## src/sv/ksoa_pkg.sv

```systemverilog
package ksoa_pkg;

  // Keymap size and default pulse counter width.
  localparam int KEY_COUNT       = 13;
  localparam int TABLE_SIZE      = 16;
  localparam int PULSE_WIDTH_DEF = 16;

  localparam int KEY_W   = 4;
  localparam int WORD_W  = 32;
  localparam int PLEN_W  = 16;
  localparam int CFG_IDX_W  = 2;
  localparam int CFG_DATA_W = 16;

  // Injectable bits of each word, and the fixed bits of word two.
  localparam logic [WORD_W-1:0] MASK0   = 32'h0000_2182;
  localparam logic [WORD_W-1:0] MASK1   = 32'h000F_FC05;
  localparam logic [WORD_W-1:0] SD_BIT  = 32'h0002_0000;
  localparam logic [WORD_W-1:0] USB_BIT = 32'h0008_0000;
  localparam int USB_BIT_POS = 19;

  localparam logic [CFG_DATA_W-1:0] FIRST_REPEAT_DEF = 16'd500;
  localparam logic [CFG_DATA_W-1:0] REPEAT_DEF       = 16'd175;

  // Word select per keymap entry: 1 picks word one.
  localparam logic [TABLE_SIZE-1:0] KEY_GROUP = 16'h1FE0;

  localparam logic [WORD_W-1:0] KEY_BITS [TABLE_SIZE] = '{
    32'h0000_2002, 32'h0000_0002, 32'h0000_2000, 32'h0000_0080,
    32'h0000_0100, 32'h0000_8000, 32'h0000_4000, 32'h0001_0000,
    32'h0000_0004, 32'h0000_0001, 32'h0004_0000, 32'h0002_0000,
    32'h0008_0000, 32'h0000_0000, 32'h0000_0000, 32'h0000_0000
  };

  typedef enum logic [1:0] {
    REQ_SCAN        = 2'd0,
    REQ_PRESS       = 2'd1,
    REQ_RELEASE     = 2'd2,
    REQ_RELEASE_ALL = 2'd3
  } req_t;

  localparam logic [CFG_IDX_W-1:0] REG_REMOTE_EN    = 2'd0;
  localparam logic [CFG_IDX_W-1:0] REG_FIRST_REPEAT = 2'd1;
  localparam logic [CFG_IDX_W-1:0] REG_REPEAT       = 2'd2;

  // Result of the keymap search over one scan.
  typedef struct packed {
    logic             click_valid;
    logic [KEY_W-1:0] click_key;
    logic             last_held;
  } match_t;

  function automatic logic key_exists(input logic [KEY_W-1:0] k);
    return (32'(k) < KEY_COUNT) && (KEY_BITS[k] != '0);
  endfunction

endpackage

```

## src/sv/ksoa_keymatch.sv

```systemverilog
// Keymap search: lowest entry that went from released to pressed, and
// whether the remembered key is still fully held.
module ksoa_keymatch (
  input  logic [ksoa_pkg::WORD_W-1:0] old_w0,
  input  logic [ksoa_pkg::WORD_W-1:0] old_w1,
  input  logic [ksoa_pkg::WORD_W-1:0] new_w0,
  input  logic [ksoa_pkg::WORD_W-1:0] new_w1,
  input  logic [ksoa_pkg::KEY_W-1:0]  last_key,
  output ksoa_pkg::match_t            match
);

  logic [ksoa_pkg::TABLE_SIZE-1:0] clicked;
  logic [ksoa_pkg::WORD_W-1:0]     last_word;

  always_comb begin
    for (int i = 0; i < ksoa_pkg::TABLE_SIZE; i++) begin
      clicked[i] = ksoa_pkg::key_exists(ksoa_pkg::KEY_W'(i)) &&
        (((ksoa_pkg::KEY_GROUP[i] ? old_w1 : old_w0) & ksoa_pkg::KEY_BITS[i]) != '0) &&
        (((ksoa_pkg::KEY_GROUP[i] ? new_w1 : new_w0) & ksoa_pkg::KEY_BITS[i]) == '0);
    end
  end

  // Priority encode, lowest index wins.
  always_comb begin
    match.click_valid = |clicked;
    match.click_key   = '0;
    for (int i = ksoa_pkg::TABLE_SIZE - 1; i >= 0; i--) begin
      if (clicked[i]) begin
        match.click_key = ksoa_pkg::KEY_W'(i);
      end
    end
    last_word = ksoa_pkg::KEY_GROUP[last_key] ? new_w1 : new_w0;
    match.last_held = ksoa_pkg::key_exists(last_key) &&
                      ((last_word & ksoa_pkg::KEY_BITS[last_key]) == '0);
  end

endmodule

```

## src/sv/keypad_scan_override_autorepeat_core.sv

```systemverilog
// A scan beat accepted at one edge shows its result beat on the master
// side from the next cycle onwards. Throughput: one beat per cycle unless a
// result beat is stalled; the single output register is refilled in the
// cycle it is taken, so the keymap search alone sets the cycle time.
// Events (press, release, release all) produce no result beat.
// Reset (synchronous, rst high) empties the output and restores all state.
module keypad_scan_override_autorepeat_core #(
  parameter int PULSE_WIDTH = ksoa_pkg::PULSE_WIDTH_DEF
) (
  input  logic         clk,
  input  logic         rst,
  // Input beats.
  input  logic         s_tvalid,
  output logic         s_tready,
  // s_tdata, from bit 0: raw_status0[32], raw_status1[32], raw_status2[32],
  // override_active[1], now_ms[32], key_index[4], zero fill[3].
  input  logic [135:0] s_tdata,
  // s_tuser: req_type[2].
  input  logic [1:0]   s_tuser,
  // Result beats.
  output logic         m_tvalid,
  input  logic         m_tready,
  // m_tdata, from bit 0: out_status0[32], out_status1[32], out_status2[32],
  // clicked_valid[1], clicked_key[4], repeat_valid[1], repeat_key[4],
  // remote_level[1], pulse_valid[1], pulse_length[16], zero fill[4].
  output logic [127:0] m_tdata,
  // Configuration writes; always ready.
  input  logic                              cfg_valid,
  output logic                              cfg_ready,
  input  logic [ksoa_pkg::CFG_IDX_W-1:0]    cfg_index,
  input  logic [ksoa_pkg::CFG_DATA_W-1:0]   cfg_data
);

  localparam int W = ksoa_pkg::WORD_W;
  localparam int K = ksoa_pkg::KEY_W;

  // Unpacked input fields.
  logic [W-1:0] raw0, raw1, raw2, now_ms;
  logic         ovr;
  logic [K-1:0] kidx;
  ksoa_pkg::req_t req;

  assign raw0   = s_tdata[31:0];
  assign raw1   = s_tdata[63:32];
  assign raw2   = s_tdata[95:64];
  assign ovr    = s_tdata[96];
  assign now_ms = s_tdata[128:97];
  assign kidx   = s_tdata[132:129];
  assign req    = ksoa_pkg::req_t'(s_tuser);

  // Configuration registers.
  logic                           remote_en;
  logic [ksoa_pkg::CFG_DATA_W-1:0] first_repeat_ms;
  logic [ksoa_pkg::CFG_DATA_W-1:0] repeat_ms;

  // Scanner state. The previous words of the model are simply the current
  // words before a scan, so only the current pair is stored.
  logic [W-1:0]           cur_word0, cur_word1, cur_word0_next, cur_word1_next;
  logic [W-1:0]           inject0, inject1, inject0_next, inject1_next;
  logic                   last_key_valid, last_key_valid_next;
  logic [K-1:0]           last_key, last_key_next;
  logic                   repeated_once, repeated_once_next;
  logic [W-1:0]           last_emit_time, last_emit_time_next;
  logic [PULSE_WIDTH-1:0] pulse_count, pulse_count_next;

  logic         accept;
  logic         scan;
  logic [127:0] result;

  ksoa_pkg::match_t match;

  // The output register can take a new beat when empty or being drained.
  assign s_tready  = !m_tvalid || m_tready;
  assign accept    = s_tvalid && s_tready;
  assign scan      = (req == ksoa_pkg::REQ_SCAN);
  assign cfg_ready = 1'b1;

  ksoa_keymatch u_match (
    .old_w0   (cur_word0),
    .old_w1   (cur_word1),
    .new_w0   (raw0),
    .new_w1   (raw1),
    .last_key (last_key),
    .match    (match)
  );

  always_comb begin
    logic [W-1:0] o0, o1, o2, elapsed, limit, bits;
    logic         rv, pv, level;
    logic [K-1:0] rk;
    logic [31:0]  cnt32;
    logic [ksoa_pkg::PLEN_W-1:0] plen;

    cur_word0_next      = cur_word0;
    cur_word1_next      = cur_word1;
    inject0_next        = inject0;
    inject1_next        = inject1;
    last_key_valid_next = last_key_valid;
    last_key_next       = last_key;
    repeated_once_next  = repeated_once;
    last_emit_time_next = last_emit_time;
    pulse_count_next    = pulse_count;

    bits = ksoa_pkg::KEY_BITS[kidx];

    case (req)
      ksoa_pkg::REQ_PRESS: begin
        if (ksoa_pkg::key_exists(kidx)) begin
          if (ksoa_pkg::KEY_GROUP[kidx]) inject1_next = inject1 & ~bits;
          else                           inject0_next = inject0 & ~bits;
        end
      end
      ksoa_pkg::REQ_RELEASE: begin
        if (ksoa_pkg::key_exists(kidx)) begin
          if (ksoa_pkg::KEY_GROUP[kidx]) inject1_next = inject1 | bits;
          else                           inject0_next = inject0 | bits;
        end
      end
      ksoa_pkg::REQ_RELEASE_ALL: begin
        inject0_next = inject0 | ksoa_pkg::MASK0;
        inject1_next = inject1 | ksoa_pkg::MASK1;
      end
      default: begin
        cur_word0_next = raw0;
        cur_word1_next = raw1;
      end
    endcase

    // Injected keys replace the masked bits only; raw words drive detection.
    if (ovr) begin
      o0 = (raw0 | ksoa_pkg::MASK0) & (~ksoa_pkg::MASK0 | inject0);
      o1 = (raw1 | ksoa_pkg::MASK1) & (~ksoa_pkg::MASK1 | inject1);
    end else begin
      o0 = raw0;
      o1 = raw1;
    end

    // Autorepeat: the elapsed time wraps with the millisecond clock.
    elapsed = now_ms - last_emit_time;
    limit   = W'(repeated_once ? repeat_ms : first_repeat_ms);
    rv = 1'b0;
    rk = '0;
    if (match.click_valid) begin
      rv = 1'b1;
      rk = match.click_key;
      if (scan) begin
        last_key_valid_next = 1'b1;
        last_key_next       = match.click_key;
        repeated_once_next  = 1'b0;
        last_emit_time_next = now_ms;
      end
    end else if (last_key_valid && match.last_held) begin
      if (elapsed > limit) begin
        rv = 1'b1;
        rk = last_key;
        if (scan) begin
          repeated_once_next  = 1'b1;
          last_emit_time_next = now_ms;
        end
      end
    end else if (scan) begin
      last_key_valid_next = 1'b0;
    end

    // Remote pulse length in scans, held at the counter's top value.
    level = raw2[ksoa_pkg::USB_BIT_POS];
    pv    = 1'b0;
    cnt32 = 32'(pulse_count);
    plen  = '0;
    if (level) begin
      if (scan && (pulse_count != '1)) pulse_count_next = pulse_count + 1'b1;
    end else if (pulse_count != '0) begin
      pv   = 1'b1;
      plen = (cnt32 > 32'h0000_FFFF) ? '1 : cnt32[ksoa_pkg::PLEN_W-1:0];
      if (scan) pulse_count_next = '0;
    end

    o2 = raw2 & ~ksoa_pkg::SD_BIT & ~(remote_en ? ksoa_pkg::USB_BIT : '0);

    result = {4'b0, plen, pv, level, rk, rv, match.click_key, match.click_valid,
              o2, o1, o0};
  end

  always_ff @(posedge clk) begin
    if (rst) begin
      remote_en       <= 1'b0;
      first_repeat_ms <= ksoa_pkg::FIRST_REPEAT_DEF;
      repeat_ms       <= ksoa_pkg::REPEAT_DEF;
    end else if (cfg_valid && cfg_ready) begin
      case (cfg_index)
        ksoa_pkg::REG_REMOTE_EN:    remote_en       <= cfg_data[0];
        ksoa_pkg::REG_FIRST_REPEAT: first_repeat_ms <= cfg_data;
        ksoa_pkg::REG_REPEAT:       repeat_ms       <= cfg_data;
        default: ;
      endcase
    end
  end

  always_ff @(posedge clk) begin
    if (rst) begin
      cur_word0      <= '0;
      cur_word1      <= '0;
      inject0        <= ksoa_pkg::MASK0;
      inject1        <= ksoa_pkg::MASK1;
      last_key_valid <= 1'b0;
      last_key       <= '0;
      repeated_once  <= 1'b0;
      last_emit_time <= '0;
      pulse_count    <= '0;
    end else if (accept) begin
      cur_word0      <= cur_word0_next;
      cur_word1      <= cur_word1_next;
      inject0        <= inject0_next;
      inject1        <= inject1_next;
      last_key_valid <= last_key_valid_next;
      last_key       <= last_key_next;
      repeated_once  <= repeated_once_next;
      last_emit_time <= last_emit_time_next;
      pulse_count    <= pulse_count_next;
    end
  end

  // Result register: loaded by scans, emptied when taken.
  always_ff @(posedge clk) begin
    if (rst) begin
      m_tvalid <= 1'b0;
    end else if (accept) begin
      m_tvalid <= scan;
    end else if (m_tready) begin
      m_tvalid <= 1'b0;
    end
  end

  always_ff @(posedge clk) begin
    if (accept && scan) begin
      m_tdata <= result;
    end
  end

endmodule

```

## config.mk

```make
export PLATFORM = sky130hd
export DESIGN_NAME = keypad_scan_override_autorepeat_core
export DESIGN_NICKNAME = d
export VERILOG_FILES = /design/src/sv/ksoa_pkg.sv /design/src/sv/ksoa_keymatch.sv /design/src/sv/keypad_scan_override_autorepeat_core.sv
export SDC_FILE = /design/constraint.sdc
export NUM_CORES = 1
export LEC_CHECK = 0
export ABC_AREA = 0
export BUFFER_PORTS_ARGS = -buffer_cell sky130_fd_sc_hd__buf_2
export CORE_ASPECT_RATIO = 1.75
export CORE_MARGIN = 3
export CORE_UTILIZATION = 54
export CTS_CLUSTER_DIAMETER = 80
export DETAILED_ROUTE_END_ITERATION = 8
export GPL_TIMING_DRIVEN = 1
export PLACE_DENSITY = 0.79
export SETUP_SLACK_MARGIN = 0.2
export SLEW_MARGIN = 20
export SYNTH_ARGS = -nofsm -noshare
export SYNTH_HDL_FRONTEND = slang
export SYNTH_SLANG_ARGS = --single-unit
```

## constraint.sdc

```tcl
create_clock -name clk -period 6.7 [get_ports clk]
set_input_delay 0.67 -clock clk [delete_from_list [all_inputs] [get_ports clk]]
set_output_delay 0.67 -clock clk [all_outputs]
set_load 0.02 [all_outputs]
```

**Yosys cells after proc, flatten, opt, wreduce, memory -nomap -nowiden**

Memories as Yosys holds them, arrays and structs flattened. A register that Yosys moved wholly into a read port is not among the register bits.
Cells that the tools add are included.

- Bits in read-only memories: 1056
- Memories: 4
- Bits in registers: 310

- Equality and inequality tests: 16
- Mux-type cells: 59
- Add/subtract/negate cells: 2
- Bitwise gates (word level): 15
- Order comparisons: 7
- Reductions and logical operators: 66

Memory list:

| name | words | bits a word | read ports | clocked after Yosys merged registers in | write ports | line | text |
|---|---|---|---|---|---|---|---|
| (name not given) | 16 | 32 | 1 | 0 | 0 | ksoa_keymatch.sv:34 | `((last_word & ksoa_pkg::KEY_BITS[last_key]) == '0);` |
| (name not given) | 16 | 32 | 1 | 0 | 0 | ksoa_pkg.sv:53 | `return (32'(k) < KEY_COUNT) && (KEY_BITS[k] != '0);` |
| (name not given) | 16 | 1 | 1 | 0 | 0 | keypad_scan_override_autorepeat_core.sv:115 | `if (ksoa_pkg::KEY_GROUP[kidx]) inject1_next = inject1 \| bits;` |
| (name not given) | 16 | 1 | 1 | 1 | 0 | ksoa_keymatch.sv:32 | `last_word = ksoa_pkg::KEY_GROUP[last_key] ? new_w1 : new_w0;` |

Operator list:

| cell | number |
|---|---|
| 2-to-1 mux 32 bit | 19 |
| zero test 32 bit | 14 |
| bitwise AND 32 bit | 6 |
| case mux 32 bit (3 select lines) | 2 |
| nonzero test 32 bit | 3 |
| 2-to-1 mux 16 bit | 5 |
| 2-to-1 mux 4 bit | 18 |
| bitwise OR 32 bit | 2 |
| greater-than comparator 32 x 16 -> 1 bit | 1 |
| inverter 20 -> 32 bit | 1 |
| inverter 32 bit | 1 |
| subtractor 32 bit | 1 |
| logical AND 1 bit | 20 |
| 2-to-1 mux 20 bit | 1 |
| adder 16 x 1 -> 16 bit (second input constant) | 1 |
| != test 16 bit (second input constant) | 1 |
| != test 2 bit (second input constant) | 8 |
| nonzero test 16 bit | 1 |
| 2-to-1 mux 1 bit | 14 |
| AND reduction 7 bit | 2 |
| nonzero test 2 bit | 7 |
| OR reduction 13 bit | 1 |
| AND reduction 6 bit | 2 |
| >= comparator 5 bit (second input constant) | 2 |
| 18 further kinds | 32 |

**Logic depth before layout (Yosys ltp)**

- Depth after elaboration: 17
- Mapped depth: 22
- Depth with buffers taken out: 20

**Hierarchy**

A second synthesis with hierarchy kept.

- Cells, all modules: 1351
- Area total of the unflattened synthesis: 13342.8 um2

By module, submodules not included:

| module | area an instance (um2) | seq. area each (um2) | times used | cells an instance |
|---|---|---|---|---|
| keypad_scan_override_autorepeat_core | 12988.7 | 7016.7 | 1 | 1297 |
| ksoa_keymatch | 354.1 | 0.0 | 1 | 54 |

**Worst setup path after synthesis**

OpenSTA, ideal clock, no wires.

- Path kind: input-to-reg
- Start: input port m_tready
- End: register m_tdata[0] (enable)
- Setup time: 0.535 ns
- Buffers on the path: 1
- Slack: 1.214 ns
- Data required time: 6.165 ns
- Arrival: 4.951 ns
- Stages: 4
- Cells stage by stage: nand2b_1 > nand3_1 > inv_1 > clkbuf_1

- Longest elaborated chain between the ends: 3

Ends and longest elaborated chain:

| element | line | text |
|---|---|---|
| start: declaration | keypad_scan_override_autorepeat_core.sv:22 | `input logic m_tready,` |
| logical OR 1 bit | keypad_scan_override_autorepeat_core.sv:73 | `assign s_tready = !m_tvalid \|\| m_tready;` |
| logical AND 1 bit | keypad_scan_override_autorepeat_core.sv:74 | `assign accept = s_tvalid && s_tready;` |
| logical AND 1 bit | keypad_scan_override_autorepeat_core.sv:235 | `if (accept && scan) begin` |
| end signal: assignment | keypad_scan_override_autorepeat_core.sv:236 | `m_tdata <= result;` |
| end: declaration | keypad_scan_override_autorepeat_core.sv:26 | `output logic [127:0] m_tdata,` |

No other way between the ends.
A chain may end at the register's enable or synchronous reset.

**Worst setup path after layout**

- Start: input port s_tdata[97]
- End: register last_emit_time[29]

- Longest elaborated chain between the ends: 4

Ends and longest elaborated chain:

| element | line | text |
|---|---|---|
| start: declaration | keypad_scan_override_autorepeat_core.sv:17 | `input logic [135:0] s_tdata,` |
| subtractor 32 bit | keypad_scan_override_autorepeat_core.sv:139 | `elapsed = now_ms - last_emit_time;` |
| greater-than comparator 32 x 16 -> 1 bit | keypad_scan_override_autorepeat_core.sv:153 | `if (elapsed > limit) begin` |
| nonzero test 2 bit (no line) | - |  |
| AND reduction 3 bit (no line) | - |  |
| end signal: assignment | keypad_scan_override_autorepeat_core.sv:218 | `last_emit_time <= last_emit_time_next;` |
| end: declaration | keypad_scan_override_autorepeat_core.sv:63 | `logic [W-1:0] last_emit_time, last_emit_time_next;` |

No other way between the ends.

==> key figures <==
Run status
  • Status: finished clean

STA
  • Fin Setup TNS: 0 ps
  • RSZ-0062 raised after global routing: no
  • FMAX: 199.1 MHz
  • Final Skew: 20.15 ps
  • Final min period: 5022 ps
  • Final hold vios: 0
  • Final setup margin: 1678 ps
  • Final period util: 74.95%
  • Max-slew violations: 0
  • Final Setup Violations: 0
  • Relative slew slack: 29.19%
  • Slew @ Worst Pin: 1061 ps

Setup path
  • Crit path max-delay family: simple AND/OR/NAND/NOR gates
  • FF-to-FF Start: last_emit_time[0]
  • Reg-to-Reg End: last_emit_time[29]
  • Crit-path max FO: 34
  • Critical path type: in2reg
  • Worst Path Required: 7080 ps
  • Reg2Reg Depth: 18
  • Worst setup EP type: flop
  • Worst path arrival time: 5410 ps
  • Worst-path cell chain: buf_2, inv_1, ha_1, fa_1, nand2b_1, a21oi_1, nor2_1, nor3_1, nor2_1, xnor2_1, ha_1, nand4_1, or4_1, a211oi_1, o21ai_1, a2111oi_4, and4_1, buf_4, or4_1, o31ai_2
  • Worst Setup Start Kind: input port
  • CP peak stage delay: 560 ps
  • R2R setup slack: 1700 ps
  • Critical path's slowest cell: or4_1
  • Crit path buffers/inverters: 3

Floorplanning
  • Die area: 24510 sq um
  • Die W: 119.6 um
  • Row count: 72
  • I/O pin count: 292
  • Die Ht: 204.9 um
  • Initial core utilization: 55.07%
  • Core area: 22160 sq um

Clocking
  • CTS Buffer Depth: 3
  • H-tree depth: 1
  • CTS tree: built
  • Skew-Pair Late Insertion Delay: 530 ps
  • Hold buffers post-CTS: 0
  • Root buffer cell: clkbuf_16
  • Postcts setup bufs: 0
  • Clock sink total: 238
  • Post-CTS sizing: 0
  • Clock transition at the registers of the reported paths: 70 ps
  • CTS Buf Count: 22

Global route
  • First-pass GRT wire length: 50770 um
  • Met3 Use GR: 3.729%
  • GRT Resource Usage Total: 25.82%
  • GR Util met1: 25.48%
  • Initial antenna violation count: 2
  • Vias in the first global route: 10010
  • GRT busiest layer: met2
  • M2 GR Usage: 49.23%
  • Remaining global-route overflow: 0
  • Largest net degree at the start of global routing: 82

Synthesis
  • Mapped cell area: 12200 sq um
  • Mapped Avg Cell Area: 9.779 sq um
  • Number of synthesized flops with an enable pin: 123
  • Synth async-reset ratio: 0%
  • Prevailing post-synth register cell: edfxtp_1
  • Synthesized flop and latch total: 238
  • Register area share after synthesis: 49.13%
  • Warnings from Yosys: 0
  • Syn Inst Count: 1248
  • Distinct cells, synth: 79

Routing
  • Number of vias per cell: 5.706
  • Iteration-0 DRC Markers: 735
  • Routed WL per cell: 18.23 um
  • # DRC: 0
  • Drt first pass iters: 5
  • Vias: 10330
  • Antenna-violating nets left: 0
  • Final WL: 33020 um

Final layout
  • Post-layout util: 65.19%
  • Share of cells above drive strength 1: 25.68%
  • Filler cells: 1859
  • Nets@finish: 1706
  • Non-Filler Instances: 1811
  • Final Instance Area: 14450 sq um
  • P&R area growth vs syn: 18.37%

Hold path
  • Hold Crit Depth: 1
  • Type of the most critical hold path: in2reg
  • Worst hold start: s_tdata[30]
  • Hold endpoint: m_tdata[30]

Power and ir drop
  • Internal: 2.402 mW
  • Sw Ratio: 26.97%
  • Net load switching power: 0.8869 mW
  • Maximum VDD drop: 0.0002132 V
  • Clk pwr share: 37.0%
  • Seq pwr share: 48.2%
  • Combinational fraction of design power: 14.8%
  • PD cells: 227.7 nW/um^2
  • P_leak: 5.651 nW

Placement
  • # port buffers: 281
  • Placed cells: 1767
  • Placed Area: 13740 sq um
  • Final HPWL DP: 25000 um
  • RePlAce Congestion: 0.9842
  • Pre-CTS WS: 1212 ps

Run
  • MaxCap Viol Count: 0
==> through the flow <==
| step | hold slack [ps] | power (mW) |
|---|---|---|
| final | 317.6 | 3.289 |
| after global routing | 295.1 | 3.426 |
| after CTS | 291.6 | 3.318 |
| after detailed placement | 432.3 | 2.100 |
| after global placement | 430.3 | 2.087 |
| after floorplan | 410.7 | 1.937 |
==> flip-flops by register name (all words and copies together), names as in the netlist, 4 cells and up, named ones only <==
register	flops
m_tdata	123
last_emit_time	32
first_repeat_ms	16
pulse_count	16
repeat_ms	16
inject1	10
cur_word1	8
cur_word0	4
inject0	4
last_key	4
==> cell usage in the layout (no fill, tap or decap), types with 13 or more instances in the layout <==
cell / n
nor2b_1: 27
nor3_1: 21
clkbuf_16: 22
o211ai_1: 13
o21ai_0: 39
nand3_1: 35
a21oi_1: 110
nand2b_1: 16
buf_2: 281
edfxtp_1: 123
dfxtp_1: 115
xor2_1: 18
nor2_1: 81
nand4_1: 19
ha_1: 49
mux2_2: 14
or4_1: 32
o31ai_2: 29
mux2i_1: 29
inv_1: 53
xnor2_1: 17
nand2_1: 189
==> power by group through the flow <==
stage | combinational, mW | sequential (mW) | clock [mW]
after floorplan | 0.293 | 1.64 | 0
after global routing | 0.534 | 1.59 | 1.30
after CTS | 0.485 | 1.58 | 1.25
final | 0.487 | 1.58 | 1.22
after detailed placement | 0.483 | 1.62 | 0
after global placement | 0.471 | 1.62 | 0
==> cells by family (layout without fill, tap and decap cells) <==
kind of cell	after synthesis	after routing	share of synthesized area (%)
adders and majority gates	50	50	5.188
AOI/OAI and AO/OA	283	283	16.05
and+or+nand+nor	471	471	18.76
DFF	238	238	49.13
other	2	10	0.06154
buffers and inverters	125	384	4.449
muxes	44	44	3.855
xor gates and xnor gates	35	35	2.512
==> synth_stat cells, drive strengths merged, types with 5 or more instances <==
library cell,number,area share (%)
o21ai,46,1.9
mux2,14,1.3
clkbuf,49,1.5
nor3,22,0.94
a21oi,112,4.7
nor4,6,0.31
mux2i,29,2.4
o31ai,34,3.3
ha,49,5.0
or4,32,2.0
a21o,8,0.49
dfxtp,115,19
nor3b,5,0.31
nand4,20,1.1
nor2b,27,1.4
a221oi,5,0.36
edfxtp,123,30
nand3,36,1.5
o211ai,13,0.80
nand2,189,5.8
nor2,82,2.5
xor2,18,1.3
and2,8,0.41
xnor2,17,1.2
buf,22,1.3
and3,6,0.31
nand2b,16,0.82
a211oi,8,0.49
inv,54,1.7
a31oi,7,0.36
a21boi,5,0.31
==> worst reg2reg max path, delay by kind of cell (launching register included) <==
| family | cells | cell delay, ps |
|---|---|---|
| and+or+nand+nor | 8 | 1910 |
| buffers and inverters | 1 | 340 |
| adders and majority gates | 3 | 940 |
| AOI/OAI and AO/OA | 5 | 1150 |
| DFF | 1 | 320 |
| xor gates and xnor gates | 1 | 170 |
==> worst max path at each step <==
stage / from / endpoint / slack [ps] / cells after the start
after floorplan: m_tready / m_tdata[0] / 1210 / 4
after global placement: s_tdata[97] / last_emit_time[29] / 1300 / 22
after detailed placement: s_tdata[97] / last_emit_time[12] / 1210 / 20
after CTS: last_emit_time[0] / last_emit_time[29] / 1730 / 18
after global routing: s_tdata[97] / last_emit_time[29] / 1350 / 20
final: s_tdata[97] / last_emit_time[29] / 1680 / 20
==> layer usage <==
layer,part of all wire (%),wire [um],vias up
met1,34,11330,4866
met3,5.1,1692,103
met2,54,17830,344
li1,-,-,5021
met5,0,0,-
met4,6.6,2167,0
==> layout make-up <==
type | instances | area [sq um] | share of cell area (%)
Sequential cell | 238 | 5996 | 41.50
Multi-Input combinational cell | 889 | 5694 | 39.42
Timing Repair Buffer | 290 | 1474 | 10.20
Clock buffer | 25 | 561.8 | 3.889
Tap cell | 296 | 370.4 | 2.564
Inverter | 54 | 205.2 | 1.420
Clock inverter | 15 | 135.1 | 0.9354
Antenna cell | 4 | 10.01 | 0.06929
Power figures use the tool's default switching activity.
